### src/hw/rtl/gisi_pkg.sv
package gisi_pkg;

  localparam int MAX_BINS_X = 64;
  localparam int MAX_BINS_Y = 64;
  localparam int MAX_BINS   = (MAX_BINS_X > MAX_BINS_Y) ? MAX_BINS_X : MAX_BINS_Y;
  localparam int DEPTH      = MAX_BINS_X * MAX_BINS_Y;
  localparam int ADDR_W     = $clog2(DEPTH);

  // bin index 0 .. count+1
  localparam int IDX_W  = $clog2(MAX_BINS + 2);
  // quotient bits of the bin search; one extra step flags overflow
  localparam int KB     = $clog2(MAX_BINS);
  localparam int BR_W   = KB + 32;

  // interpolation datapath widths
  localparam int T_W    = IDX_W + 32;
  localparam int NUM_W  = IDX_W + 33;
  localparam int DEN_W  = IDX_W + 32;
  localparam int NUM_LO = NUM_W / 2;
  localparam int NUM_HI = NUM_W - NUM_LO;
  localparam int PP_W   = 33 + NUM_HI;
  localparam int PROD_W = 33 + NUM_W;
  localparam int Q_W    = 34;
  localparam int V_W    = Q_W + 2;
  localparam int CNT_W  = $clog2(Q_W);

  typedef enum logic [2:0] {
    REG_X_MIN   = 3'd0,
    REG_X_WIDTH = 3'd1,
    REG_Y_MIN   = 3'd2,
    REG_Y_WIDTH = 3'd3,
    REG_X_COUNT = 3'd4,
    REG_Y_COUNT = 3'd5
  } reg_idx_t;

  typedef enum logic [1:0] {
    PH_ROW_UP = 2'd0,
    PH_ROW_DN = 2'd1,
    PH_COL_UP = 2'd2,
    PH_COL_DN = 2'd3
  } phase_t;

  typedef enum logic [4:0] {
    OP_IDLE,
    OP_CLEAR,
    OP_ACCEPT,
    OP_BIN_STEP,
    OP_BIN_FIX,
    OP_SINIT,
    OP_SSTEP,
    OP_I_LOAD,
    OP_I_MUL1,
    OP_I_MUL2,
    OP_I_MUL3,
    OP_I_MUL4,
    OP_I_MUL5,
    OP_DIV_INIT,
    OP_DIV_STEP,
    OP_I_FIN,
    OP_FINAL
  } op_t;

  typedef struct packed {
    op_t    op;
    phase_t phase;
    logic   dir;     // 0: x direction, 1: y direction
  } cmd_t;

  typedef struct packed {
    logic clr_last;
    logic s_done;
    logic use_x;
    logic use_y;
  } sts_t;

  typedef struct packed {
    logic signed [31:0] x_min;
    logic [30:0]        x_w;
    logic signed [31:0] y_min;
    logic [30:0]        y_w;
    logic [IDX_W-1:0]   x_n;
    logic [IDX_W-1:0]   y_n;
  } cfg_t;

endpackage

### src/hw/rtl/gisi_cfg.sv
module gisi_cfg
  import gisi_pkg::*;
(
  input  logic        clk,
  input  logic        rst,
  input  logic        cfg_valid,
  output logic        cfg_ready,
  input  logic [2:0]  cfg_index,
  input  logic [31:0] cfg_data,
  output cfg_t        cfg
);

  logic [31:0] x_min, y_min;
  logic [30:0] x_w, y_w;
  logic [6:0]  x_cnt, y_cnt;

  assign cfg_ready = 1'b1;

  always_ff @(posedge clk) begin
    if (rst) begin
      x_min <= '0;
      y_min <= '0;
      x_w   <= 31'd65536;
      y_w   <= 31'd65536;
      x_cnt <= 7'd64;
      y_cnt <= 7'd64;
    end else if (cfg_valid) begin
      unique case (cfg_index)
        REG_X_MIN:   x_min <= cfg_data;
        REG_X_WIDTH: x_w   <= cfg_data[30:0];
        REG_Y_MIN:   y_min <= cfg_data;
        REG_Y_WIDTH: y_w   <= cfg_data[30:0];
        REG_X_COUNT: x_cnt <= cfg_data[6:0];
        REG_Y_COUNT: y_cnt <= cfg_data[6:0];
        default: ;
      endcase
    end
  end

  // zero width acts as one; counts clamp to 1 .. max
  always_comb begin
    cfg.x_min = x_min;
    cfg.y_min = y_min;
    cfg.x_w   = (x_w == '0) ? 31'd1 : x_w;
    cfg.y_w   = (y_w == '0) ? 31'd1 : y_w;
    if (x_cnt == '0) begin
      cfg.x_n = IDX_W'(1);
    end else if (32'(x_cnt) > 32'(MAX_BINS_X)) begin
      cfg.x_n = IDX_W'(MAX_BINS_X);
    end else begin
      cfg.x_n = IDX_W'(x_cnt);
    end
    if (y_cnt == '0) begin
      cfg.y_n = IDX_W'(1);
    end else if (32'(y_cnt) > 32'(MAX_BINS_Y)) begin
      cfg.y_n = IDX_W'(MAX_BINS_Y);
    end else begin
      cfg.y_n = IDX_W'(y_cnt);
    end
  end

endmodule

### config.mk
export PLATFORM = sky130hd
export DESIGN_NAME = gisi_cfg
export DESIGN_NICKNAME = d
export VERILOG_FILES = /design/src/hw/rtl/gisi_pkg.sv /design/src/hw/rtl/gisi_cfg.sv
export SDC_FILE = /design/constraint.sdc
export NUM_CORES = 1
export LEC_CHECK = 0
export BUFFER_PORTS_ARGS = -buffer_cell sky130_fd_sc_hd__buf_2
export CAP_MARGIN = 20
export CORE_ASPECT_RATIO = 0.8
export CORE_MARGIN = 2
export CORE_UTILIZATION = 50
export DETAILED_ROUTE_END_ITERATION = 10
export GPL_TIMING_DRIVEN = 0
export PLACE_DENSITY = 0.8
export SLEW_MARGIN = 40
export SYNTH_ARGS = -nofsm -noshare
export SYNTH_HDL_FRONTEND = slang
export SYNTH_SLANG_ARGS = --single-unit
### constraint.sdc
create_clock -name clk -period 1.76 [get_ports clk]
set_input_delay 0.176 -clock clk [delete_from_list [all_inputs] [get_ports clk]]
set_output_delay 0.176 -clock clk [all_outputs]
set_load 0.02 [all_outputs]
==> impl_metrics.tcl <==
set metrics [dict create \
    met1_usage_pct 38.4 \
    std_cell_rows 34 \
    core_area_um2 10800 \
    clk_latency_ps 410 \
    grt_pass1_vias 5117 \
    use_met2_pct 42.6 \
    rsz0062_at_grt "yes" \
    syn2layout_area_growth_pct 33.4 \
    num_vias 5462 \
    critPathLaunchType "flop" \
    reg2regPathDepth 2 \
    hold_depth 3 \
    critPathTopFamily "simple AND/OR/NAND/NOR gates" \
    syn_area_per_cell_um2 7.67 \
    wl_per_cell_um 15.4 \
    mostFrequentLayoutCell "nand2_1" \
    clk_path_buf_depth 2 \
    cap_violations 0 \
    syn_nets 749 \
    antenna_found_initial 0 \
    hpwl_mm 11.6 \
    postRouteAntennaNets 0 \
    die_h_um 97.4 \
    timing.final.ws_setup_ps -10.3 \
    synth_top_cell_by_area "dfxtp_1" \
    initial_core_util_pct 50.7 \
    setup_violations 1 \
    place_inst 1027 \
    grt_pass1_wl_mm 25.8 \
    drtPass1Iterations 7 \
    synth.yosys.warnings 0 \
    power.density_nw_per_um2 1040 \
    ys_ff_latch 140 \
    leakagePower_nw 3.10 \
    min_path_type "in -> reg" \
    maxSlewViolCount 0 \
    r2r_start "x_cnt[6]$_SDFFE_PP1P_" \
    critPathKind "reg -> out" \
    clkTransAtPathRegs_ps 60 \
    netlist_instances 711 \
    min_period_ps 1770 \
    cts_tree "built" \
    drcViolationCount 0 \
    grt.busiest_layer "met2" \
    slowest_delay_ps 350 \
    design_area_um2 7280 \
    r2r_setup_slack_ps 860 \
    cts_sinks 140 \
    fin_cells 1062 \
    hold_viol 0 \
    r2r-end "x_cnt[6]$_SDFFE_PP1P_" \
    crit_fanout 3 \
    worstHoldStart "cfg_data[31]" \
    crit_buf_inv 1 \
    gr-total-overflow 0 \
    die_w_um 121 \
    register_area_um2 2810 \
    synth_top_cell_area_share_pct 51.4 \
    io_pins 179 \
    crit_path_top_delay_cell "nor4_4" \
    antenna_cells 0 \
    end_kind "output pin" \
    critical_path_required_ps 1580 \
    multi_input_area_um2 2310 \
    max_clock_freq_ghz 0.565 \
    fin_tns_setup_ps -10.3 \
    drive_gt1_share_pct 29.0 \
    routed_wl_mm 16.4 \
    fin_skew_ps 0 \
    dp_slack_ps 177 \
    synth_area_leaders "dfxtp_1, nand2_1, a21oi_1" \
    root_buffer "clkbuf_16" \
    total_power_w 0.00757 \
    placed_cell_area_um2 6490 \
    gp_congestion 0.895 \
    crit_chain "nor4_4, nand4_1, o21bai_1, buf_4" \
    final_cell_mix "nand2_1, buf_2, dfxtp_1" \
    whs_endpoint "x_min[31]$_SDFFE_PP0P_" \
    syn_area_um2 5450 \
    nFillCells 922 \
    io_buffers 172 \
    status "finished with violations" \
    synth.distinct_cells 27 \
    htreeDepth 4 \
    worst_slew_pin_slew_ps 703 \
    grt_max_degree 17 \
    drt-vias-per-instance 5.14 \
    violations "negative setup slack" \
    die-area_um2 11800 \
    finalCritPeriodShare_pct 101 \
    maxSlewHeadroom_pct 53.0 \
    drtIter0Drc 440 \
    grt_use_total_pct 28.1 \
    numCtsBuffers 17 \
    fin_nets 943 \
    synth.yosys.seq_area_share_pct 51.4 \
    grt_use_met3_pct 7.75 \
    ir_worst_vdd_v 0.000768 \
    worstPathArrival_ps 1590 \
]
metrics by stage:
stage               util [%]  hold WS [ps]
finish                  67.6          16.9
global placement        60.3           433
detailed placement      60.3           435
floorplan                  -           294
CTS                     66.9          11.0
global route            67.6          23.5
logic make-up after synthesis:
group | synth area share, %
buffers and inverters | 8.81
AO/OA/AOI/OAI | 12.2
other | 0.0688
AND/OR/NAND/NOR | 25.4
multiplexers | 2.20
flip-flops | 51.4
flip-flops by register name, summed over array words and instances (netlist names):
signal and count:
y_w 31, x_min 32, x_cnt 7, x_w 31, y_cnt 7, y_min 32
metal layers:
metal | vias up | share of wire, %
met2 | 220 | 44
li1 | 2653 | -
met3 | 24 | 8.0
met5 | - | 0
met4 | 0 | 1.7
met1 | 2565 | 46
worst reg2reg max path: stages (launching register included):
cell	delay (ps)
dfxtp_1	370
nor2b_1	160
a211o_1	260
how the worst max path moves through the flow:
stage,startpoint,end,slack (ps),depth (start not counted)
after floorplan,cfg_index[1],x_min[11]$_SDFFE_PP0P_,420,6
after global placement,rst,x_min[4]$_SDFFE_PP0P_,170,4
after detailed placement,rst,x_min[2]$_SDFFE_PP0P_,180,4
after CTS,x_w[19]$_SDFFE_PP0P_,cfg[77],-40,4
after global routing,y_w[2]$_SDFFE_PP0P_,cfg[14],-70,4
final,x_w[10]$_SDFFE_PP0P_,cfg[77],-10,4
synth_stat cells, drive strengths merged:
cell and count:
a211o 2, a21oi 126, and4b 1, and4bb 1, buf 21, clkbuf 92, conb 1, dfxtp 140
inv 1, mux2i 12, nand2 252, nand3b 2, nand4 4, nand4b 2, nand4bb 2, nor2 17
nor2b 11, nor3 4, nor4 14, nor4b 1, nor4bb 2, o21bai 2, or4b 1
power breakdown:
| part | switching (W) | internal [W] | total, W |
|---|---|---|---|
| clock network | 0.00133 | 0.00237 | 0.00370 |
| logic | 0.000379 | 0.000199 | 0.000579 |
| registers | 0.0000584 | 0.00324 | 0.00330 |
| total | 0.00177 | 0.00581 | 0.00757 |
timing repair:
item | in CTS | in global routing
pin swaps | 9 | 10
resized for setup | 15 | 15
endpoints found under the setup margin | 2 | 2
buffers inserted | 3 | 0
hold buffers | 0 | 0
hold endpoints to repair | 0 | 0
area by class of cell:
class / instances / area share [%]
inverter: 1 / 0.0516
tap: 144 / 2.48
timing repair buffer: 175 / 12.2
multi-input combinational: 457 / 31.7
sequential: 140 / 38.7
buffer: 113 / 6.55
clock inverter: 11 / 2.30
clock buffer: 21 / 6.05
Note: power is estimated with default switching activity, not from simulation.
