--- src/hw/rtl/gisi_pkg.sv ---
package gisi_pkg;

  localparam int MAX_BINS_X = 64;
  localparam int MAX_BINS_Y = 64;
  localparam int MAX_BINS   = (MAX_BINS_X > MAX_BINS_Y) ? MAX_BINS_X : MAX_BINS_Y;
  localparam int DEPTH      = MAX_BINS_X * MAX_BINS_Y;
  localparam int ADDR_W     = $clog2(DEPTH);

  // bin index 0 .. count+1
  localparam int IDX_W  = $clog2(MAX_BINS + 2);
  // quotient bits of the bin search; one extra step flags overflow
  localparam int KB     = $clog2(MAX_BINS);
  localparam int BR_W   = KB + 32;

  // interpolation datapath widths
  localparam int T_W    = IDX_W + 32;
  localparam int NUM_W  = IDX_W + 33;
  localparam int DEN_W  = IDX_W + 32;
  localparam int NUM_LO = NUM_W / 2;
  localparam int NUM_HI = NUM_W - NUM_LO;
  localparam int PP_W   = 33 + NUM_HI;
  localparam int PROD_W = 33 + NUM_W;
  localparam int Q_W    = 34;
  localparam int V_W    = Q_W + 2;
  localparam int CNT_W  = $clog2(Q_W);

  typedef enum logic [2:0] {
    REG_X_MIN   = 3'd0,
    REG_X_WIDTH = 3'd1,
    REG_Y_MIN   = 3'd2,
    REG_Y_WIDTH = 3'd3,
    REG_X_COUNT = 3'd4,
    REG_Y_COUNT = 3'd5
  } reg_idx_t;

  typedef enum logic [1:0] {
    PH_ROW_UP = 2'd0,
    PH_ROW_DN = 2'd1,
    PH_COL_UP = 2'd2,
    PH_COL_DN = 2'd3
  } phase_t;

  typedef enum logic [4:0] {
    OP_IDLE,
    OP_CLEAR,
    OP_ACCEPT,
    OP_BIN_STEP,
    OP_BIN_FIX,
    OP_SINIT,
    OP_SSTEP,
    OP_I_LOAD,
    OP_I_MUL1,
    OP_I_MUL2,
    OP_I_MUL3,
    OP_I_MUL4,
    OP_I_MUL5,
    OP_DIV_INIT,
    OP_DIV_STEP,
    OP_I_FIN,
    OP_FINAL
  } op_t;

  typedef struct packed {
    op_t    op;
    phase_t phase;
    logic   dir;     // 0: x direction, 1: y direction
  } cmd_t;

  typedef struct packed {
    logic clr_last;
    logic s_done;
    logic use_x;
    logic use_y;
  } sts_t;

  typedef struct packed {
    logic signed [31:0] x_min;
    logic [30:0]        x_w;
    logic signed [31:0] y_min;
    logic [30:0]        y_w;
    logic [IDX_W-1:0]   x_n;
    logic [IDX_W-1:0]   y_n;
  } cfg_t;

endpackage

--- src/hw/rtl/gisi_ctrl.sv ---
module gisi_ctrl
  import gisi_pkg::*;
(
  input  logic clk,
  input  logic rst,
  input  logic in_valid,
  output logic in_ready,
  input  logic func,
  output logic out_valid,
  input  logic out_ready,
  output cmd_t cmd,
  input  sts_t sts
);

  typedef enum logic [4:0] {
    S_CLEAR,
    S_IDLE,
    S_BIN,
    S_BINFIX,
    S_SINIT,
    S_SRUN,
    S_PICK,
    S_ILOAD,
    S_M1,
    S_M2,
    S_M3,
    S_M4,
    S_M5,
    S_DIVI,
    S_DIV,
    S_IFIN,
    S_FINAL,
    S_OUT
  } state_t;

  state_t           state;
  phase_t           phase;
  logic             dir;
  logic [CNT_W-1:0] cnt;

  assign in_ready = (state == S_IDLE);

  always_comb begin
    cmd.phase = phase;
    cmd.dir   = dir;
    unique case (state)
      S_CLEAR:  cmd.op = OP_CLEAR;
      S_IDLE:   cmd.op = OP_ACCEPT;
      S_BIN:    cmd.op = OP_BIN_STEP;
      S_BINFIX: cmd.op = OP_BIN_FIX;
      S_SINIT:  cmd.op = OP_SINIT;
      S_SRUN:   cmd.op = OP_SSTEP;
      S_ILOAD:  cmd.op = OP_I_LOAD;
      S_M1:     cmd.op = OP_I_MUL1;
      S_M2:     cmd.op = OP_I_MUL2;
      S_M3:     cmd.op = OP_I_MUL3;
      S_M4:     cmd.op = OP_I_MUL4;
      S_M5:     cmd.op = OP_I_MUL5;
      S_DIVI:   cmd.op = OP_DIV_INIT;
      S_DIV:    cmd.op = OP_DIV_STEP;
      S_IFIN:   cmd.op = OP_I_FIN;
      S_FINAL:  cmd.op = OP_FINAL;
      default:  cmd.op = OP_IDLE;
    endcase
  end

  always_ff @(posedge clk) begin
    if (rst) begin
      state     <= S_CLEAR;
      phase     <= PH_ROW_UP;
      dir       <= 1'b0;
      cnt       <= '0;
      out_valid <= 1'b0;
    end else begin
      unique case (state)
        S_CLEAR: begin
          if (sts.clr_last) state <= S_IDLE;
        end
        S_IDLE: begin
          if (in_valid && func) begin
            cnt   <= CNT_W'(KB);
            state <= S_BIN;
          end
        end
        S_BIN: begin
          if (cnt == '0) begin
            state <= S_BINFIX;
          end else begin
            cnt <= cnt - 1'b1;
          end
        end
        S_BINFIX: begin
          phase <= PH_ROW_UP;
          state <= S_SINIT;
        end
        S_SINIT: state <= S_SRUN;
        S_SRUN: begin
          if (sts.s_done) begin
            unique case (phase)
              PH_ROW_UP: begin phase <= PH_ROW_DN; state <= S_SINIT; end
              PH_ROW_DN: begin phase <= PH_COL_UP; state <= S_SINIT; end
              PH_COL_UP: begin phase <= PH_COL_DN; state <= S_SINIT; end
              PH_COL_DN: state <= S_PICK;
              default:   state <= S_PICK;
            endcase
          end
        end
        S_PICK: begin
          if (sts.use_x) begin
            dir   <= 1'b0;
            state <= S_ILOAD;
          end else if (sts.use_y) begin
            dir   <= 1'b1;
            state <= S_ILOAD;
          end else begin
            state <= S_FINAL;
          end
        end
        S_ILOAD: state <= S_M1;
        S_M1:    state <= S_M2;
        S_M2:    state <= S_M3;
        S_M3:    state <= S_M4;
        S_M4:    state <= S_M5;
        S_M5:    state <= S_DIVI;
        S_DIVI: begin
          cnt   <= CNT_W'(Q_W - 1);
          state <= S_DIV;
        end
        S_DIV: begin
          if (cnt == '0) begin
            state <= S_IFIN;
          end else begin
            cnt <= cnt - 1'b1;
          end
        end
        S_IFIN: begin
          if (!dir && sts.use_y) begin
            dir   <= 1'b1;
            state <= S_ILOAD;
          end else begin
            state <= S_FINAL;
          end
        end
        S_FINAL: begin
          out_valid <= 1'b1;
          state     <= S_OUT;
        end
        S_OUT: begin
          if (out_ready) begin
            out_valid <= 1'b0;
            state     <= S_IDLE;
          end
        end
        default: state <= S_IDLE;
      endcase
    end
  end

`ifndef SYNTHESIS
  a_out_in_out_state: assert property (@(posedge clk) disable iff (rst)
    out_valid |-> state == S_OUT) else $error("result shown outside output state");
  a_query_blocks: assert property (@(posedge clk) disable iff (rst)
    in_valid && in_ready && func |=> !in_ready && !out_valid)
    else $error("query transfer did not start processing");
  a_div_count: assert property (@(posedge clk) disable iff (rst)
    state == S_DIV |-> cnt <= CNT_W'(Q_W - 1)) else $error("divide step count out of range");
`endif

endmodule

--- config.mk ---
export PLATFORM = sky130hd
export DESIGN_NAME = gisi_ctrl
export DESIGN_NICKNAME = d
export VERILOG_FILES = /design/src/hw/rtl/gisi_pkg.sv /design/src/hw/rtl/gisi_ctrl.sv
export SDC_FILE = /design/constraint.sdc
export NUM_CORES = 1
export LEC_CHECK = 0
export BUFFER_PORTS_ARGS = -buffer_cell sky130_fd_sc_hd__buf_2
export CAP_MARGIN = 20
export CORE_MARGIN = 4
export CORE_UTILIZATION = 30
export CTS_BUF_LIST = sky130_fd_sc_hd__clkbuf_4
export DETAILED_ROUTE_END_ITERATION = 12
export HOLD_SLACK_MARGIN = 0.02
export PLACE_DENSITY = 0.5
export SLEW_MARGIN = 20
export SYNTH_ARGS = -nofsm -noshare
export SYNTH_HDL_FRONTEND = slang
export SYNTH_SLANG_ARGS = --single-unit
--- constraint.sdc ---
create_clock -name clk -period 4.2 [get_ports clk]
set_input_delay 0.84 -clock clk [delete_from_list [all_inputs] [get_ports clk]]
set_output_delay 0.84 -clock clk [all_outputs]
set_load 0.03 [all_outputs]
==> run metrics <==
run status finished clean; Total Nets Final 188; count of maximum capacitance violations 0; CP Class register to output port; final design instance area without fill 0.00142 mm2; area added between synthesis and finish 9.12%; setup repair after global routing missed its margin no; unique cell type count in the Yosys netlist 43; Final Power 454 uW; leading cell type in the layout, fill and taps excluded sky130_fd_sc_hd__dfxtp_1; asr flop ratio synth 0; number of I/O pins 19; floorplan die width 73.9 um; Global Route Usage Sum 0.125; post-synth net total 177; buffers added on ports 18; P per Cell Area 319 mW/mm2; type of the most critical hold path register to register; number of global-route vias before repair 1209; CTS tree done; Pre-Repair DR Iteration Count 4; origin of the worst min-delay path out_valid$_SDFFE_PP0P_; # setup viols final 0; post-synthesis instance total 164; Inserted Clock Buffers 3; vias per cell 5.33; wire length of the first global-routing pass 5.44 mm; final total negative setup slack 0 ps; required time reported for the critical path endpoint 3360 ps; deepest level of the CTS H-tree 1; highest clock rate 0.396 GHz; R2R cell count 6; clock buffer depth 2; Util after Layout 0.346; final weighted congestion of routability-driven global placement 0.832; DP Worst Slack 1870 ps; final count of hold timing violations 0; antenna violation net count after detailed routing 0; Worst path slowest cell sky130_fd_sc_hd__dfxtp_1; Detailed Route WL 3.06 mm; clk slew on worst S/H paths 120 ps; average detailed-routed wire length per instance 13.7 um; floorplan die area 0.00546 mm2; GR Overflow Total 0; proportion of layout cells with a drive suffix above 1 0.184; Post-CTS Hold Buffers 0; cell area after placement 0.00140 mm2; area of all sequential standard cells 400 um2; area of combinational cells with multiple inputs 806 um2; flop and latch count out of synthesis 20; number of antenna violations at the first check in global routing 0; buffer type at the clock tree root sky130_fd_sc_hd__clkbuf_4; cell area after technology mapping 0.00130 mm2; CTS-repair resized insts 0; Synth Area per Inst 7.95 um2; clock latency at the later pin of the worst-skew pair 310 ps; number of placement rows 23; most frequent cells in the layout 20 x sky130_fd_sc_hd__dfxtp_1, 18 x sky130_fd_sc_hd__buf_2, 17 x sky130_fd_sc_hd__nor2_1, 10 x sky130_fd_sc_hd__nand2_1, 8 x sky130_fd_sc_hd__nand3_1; CORE AREA 0.00412 mm2; Antenna Cells 0; crit path time final 2520 ps; maximum number of pins on one net before global-route repair 20; reg-to-reg slack, setup 1930 ps; Worst Clk Skew 16.2 ps; CP Data Arrival Time 1680 ps; Max Fanout on Critical Path 18; worst hold endpoint out_valid$_SDFFE_PP0P_; origin of the critical flop-to-flop path state[0]$_SDFFE_PP0N_; standby leakage power 0.000554 uW; headroom to the max-slew limit 0.587; type of destination of the critical path output port; number of pins with negative max-slew slack in the final report 0; top_reg_cell synth sky130_fd_sc_hd__dfxtp_1; highest ir drop seen on vdd 105 uV; number of filler cells placed in the layout 454; part of the Yosys area used for sequential elements 0.307; post-CTS setup buffer count 0; reg-to-reg endpoint cmd[3]$_SDFF_PP0_; number of DRC violations after detailed routing 0; kind of start point of the critical path register; Worst Max-Slew Pin Slew 619 ps; number of enable-type register cells in the synthesized netlist 0; number of warnings reported in the yosys synthesis log 0; Largest stage delay, worst path 740 ps; number of clock sinks 20; Final Worst Setup Slack 1680 ps; Cell Chain, Critical Path inv_2 -> nor3_1 -> buf_2; HPWL Detailed 2.20 mm; Initial Utilization 0.317; hold-critical path depth 2; number of vias in the routed layout 1195; period utilization 0.601; DRC violation total after the first TritonRoute iteration 56; chip height 73.9 um
-- logic make-up (layout without fill, tap and decap cells) --
group,after synthesis,count (layout),synth area share
AO/OA/AOI/OAI,43,43,0.250
XOR/XNOR,4,4,0.0269
adder cells (fa/ha/maj),4,4,0.0384
buffers and inverters,22,32,0.0749
flip-flops,20,20,0.307
AND/OR/NAND/NOR,71,71,0.302
-- metal layers --
metal	up-vias	wire, um	track usage
met5	-	0	0
met4	0	42	0.0523
met3	4	218	0.0328
met2	38	1330	0.194
met1	540	1470	0.164
li1	613	-	-
-- through the flow --
stage / hold slack [ps] / cells
4_1_cts: 512 / 224
5_1_grt: 550 / 224
2_1_floorplan: 468 / 164
3_3_place_gp: 462 / 220
3_5_place_dp: 481 / 220
6_report: 502 / 224
-- critical path: cells and delay by family (launching register included) --
family	cells	cell delay [ps]
DFF	1	740
buffers and inverters	2	390
and+or+nand+nor	1	240
-- how the worst max path moves through the flow --
stage                                      from                 to  cells past startpoint
after detailed placement                 sts[1]  cmd[4]$_SDFF_PP0_                      7
after floorplan           state[3]$_SDFFE_PP0N_           in_ready                      3
after global placement                   sts[1]  cmd[4]$_SDFF_PP0_                      7
final                     state[0]$_SDFFE_PP0N_           in_ready                      3
after global routing      state[0]$_SDFFE_PP0N_           in_ready                      3
after CTS                 state[0]$_SDFFE_PP0N_           in_ready                      3
-- cells in the mapped netlist, types with 3 or more instances --
| master | instances | share of area |
|---|---|---|
| sky130_fd_sc_hd__nand2_1 | 10 | 0.029 |
| sky130_fd_sc_hd__o21ai_0 | 6 | 0.023 |
| sky130_fd_sc_hd__or3_1 | 5 | 0.024 |
| sky130_fd_sc_hd__dfxtp_1 | 20 | 0.31 |
| sky130_fd_sc_hd__a32oi_1 | 3 | 0.020 |
| sky130_fd_sc_hd__nand3_1 | 8 | 0.031 |
| sky130_fd_sc_hd__nor2_1 | 17 | 0.049 |
| sky130_fd_sc_hd__nor2b_1 | 5 | 0.024 |
| sky130_fd_sc_hd__a21o_1 | 6 | 0.035 |
| sky130_fd_sc_hd__nor3b_1 | 3 | 0.017 |
| sky130_fd_sc_hd__o21ai_1 | 3 | 0.012 |
| sky130_fd_sc_hd__inv_1 | 7 | 0.020 |
| sky130_fd_sc_hd__nor3_1 | 6 | 0.023 |
| sky130_fd_sc_hd__ha_1 | 4 | 0.038 |
| sky130_fd_sc_hd__a31oi_1 | 3 | 0.014 |
| sky130_fd_sc_hd__buf_2 | 6 | 0.023 |
| sky130_fd_sc_hd__a211oi_1 | 6 | 0.035 |
| sky130_fd_sc_hd__nand2b_1 | 5 | 0.024 |
| sky130_fd_sc_hd__clkbuf_1 | 4 | 0.012 |
| sky130_fd_sc_hd__a21oi_1 | 6 | 0.023 |
-- report_power, final --
part / switching (uW) / leakage, uW / internal, uW
clock: 60.6 / 0.0000154 / 34.7
combinational: 80.1 / 0.000376 / 54.3
sequential: 20.7 / 0.000162 / 204
total: 161 / 0.000554 / 293
-- state kept, by name (all words and copies together), names as in the netlist --
name and count:
state 5, cnt 6, cmd 5, phase 2, out_valid 1, dir 1
-- layout make-up --
class                      instances  share of cell area
clock buffer                       3              0.0158
clock inverter                     1             0.00264
inverter                          10              0.0264
timing repair buffer              18              0.0633
tap                               50              0.0440
multi-input combinational        122               0.566
sequential                        20               0.281
Power figures use the tool's default switching activity.
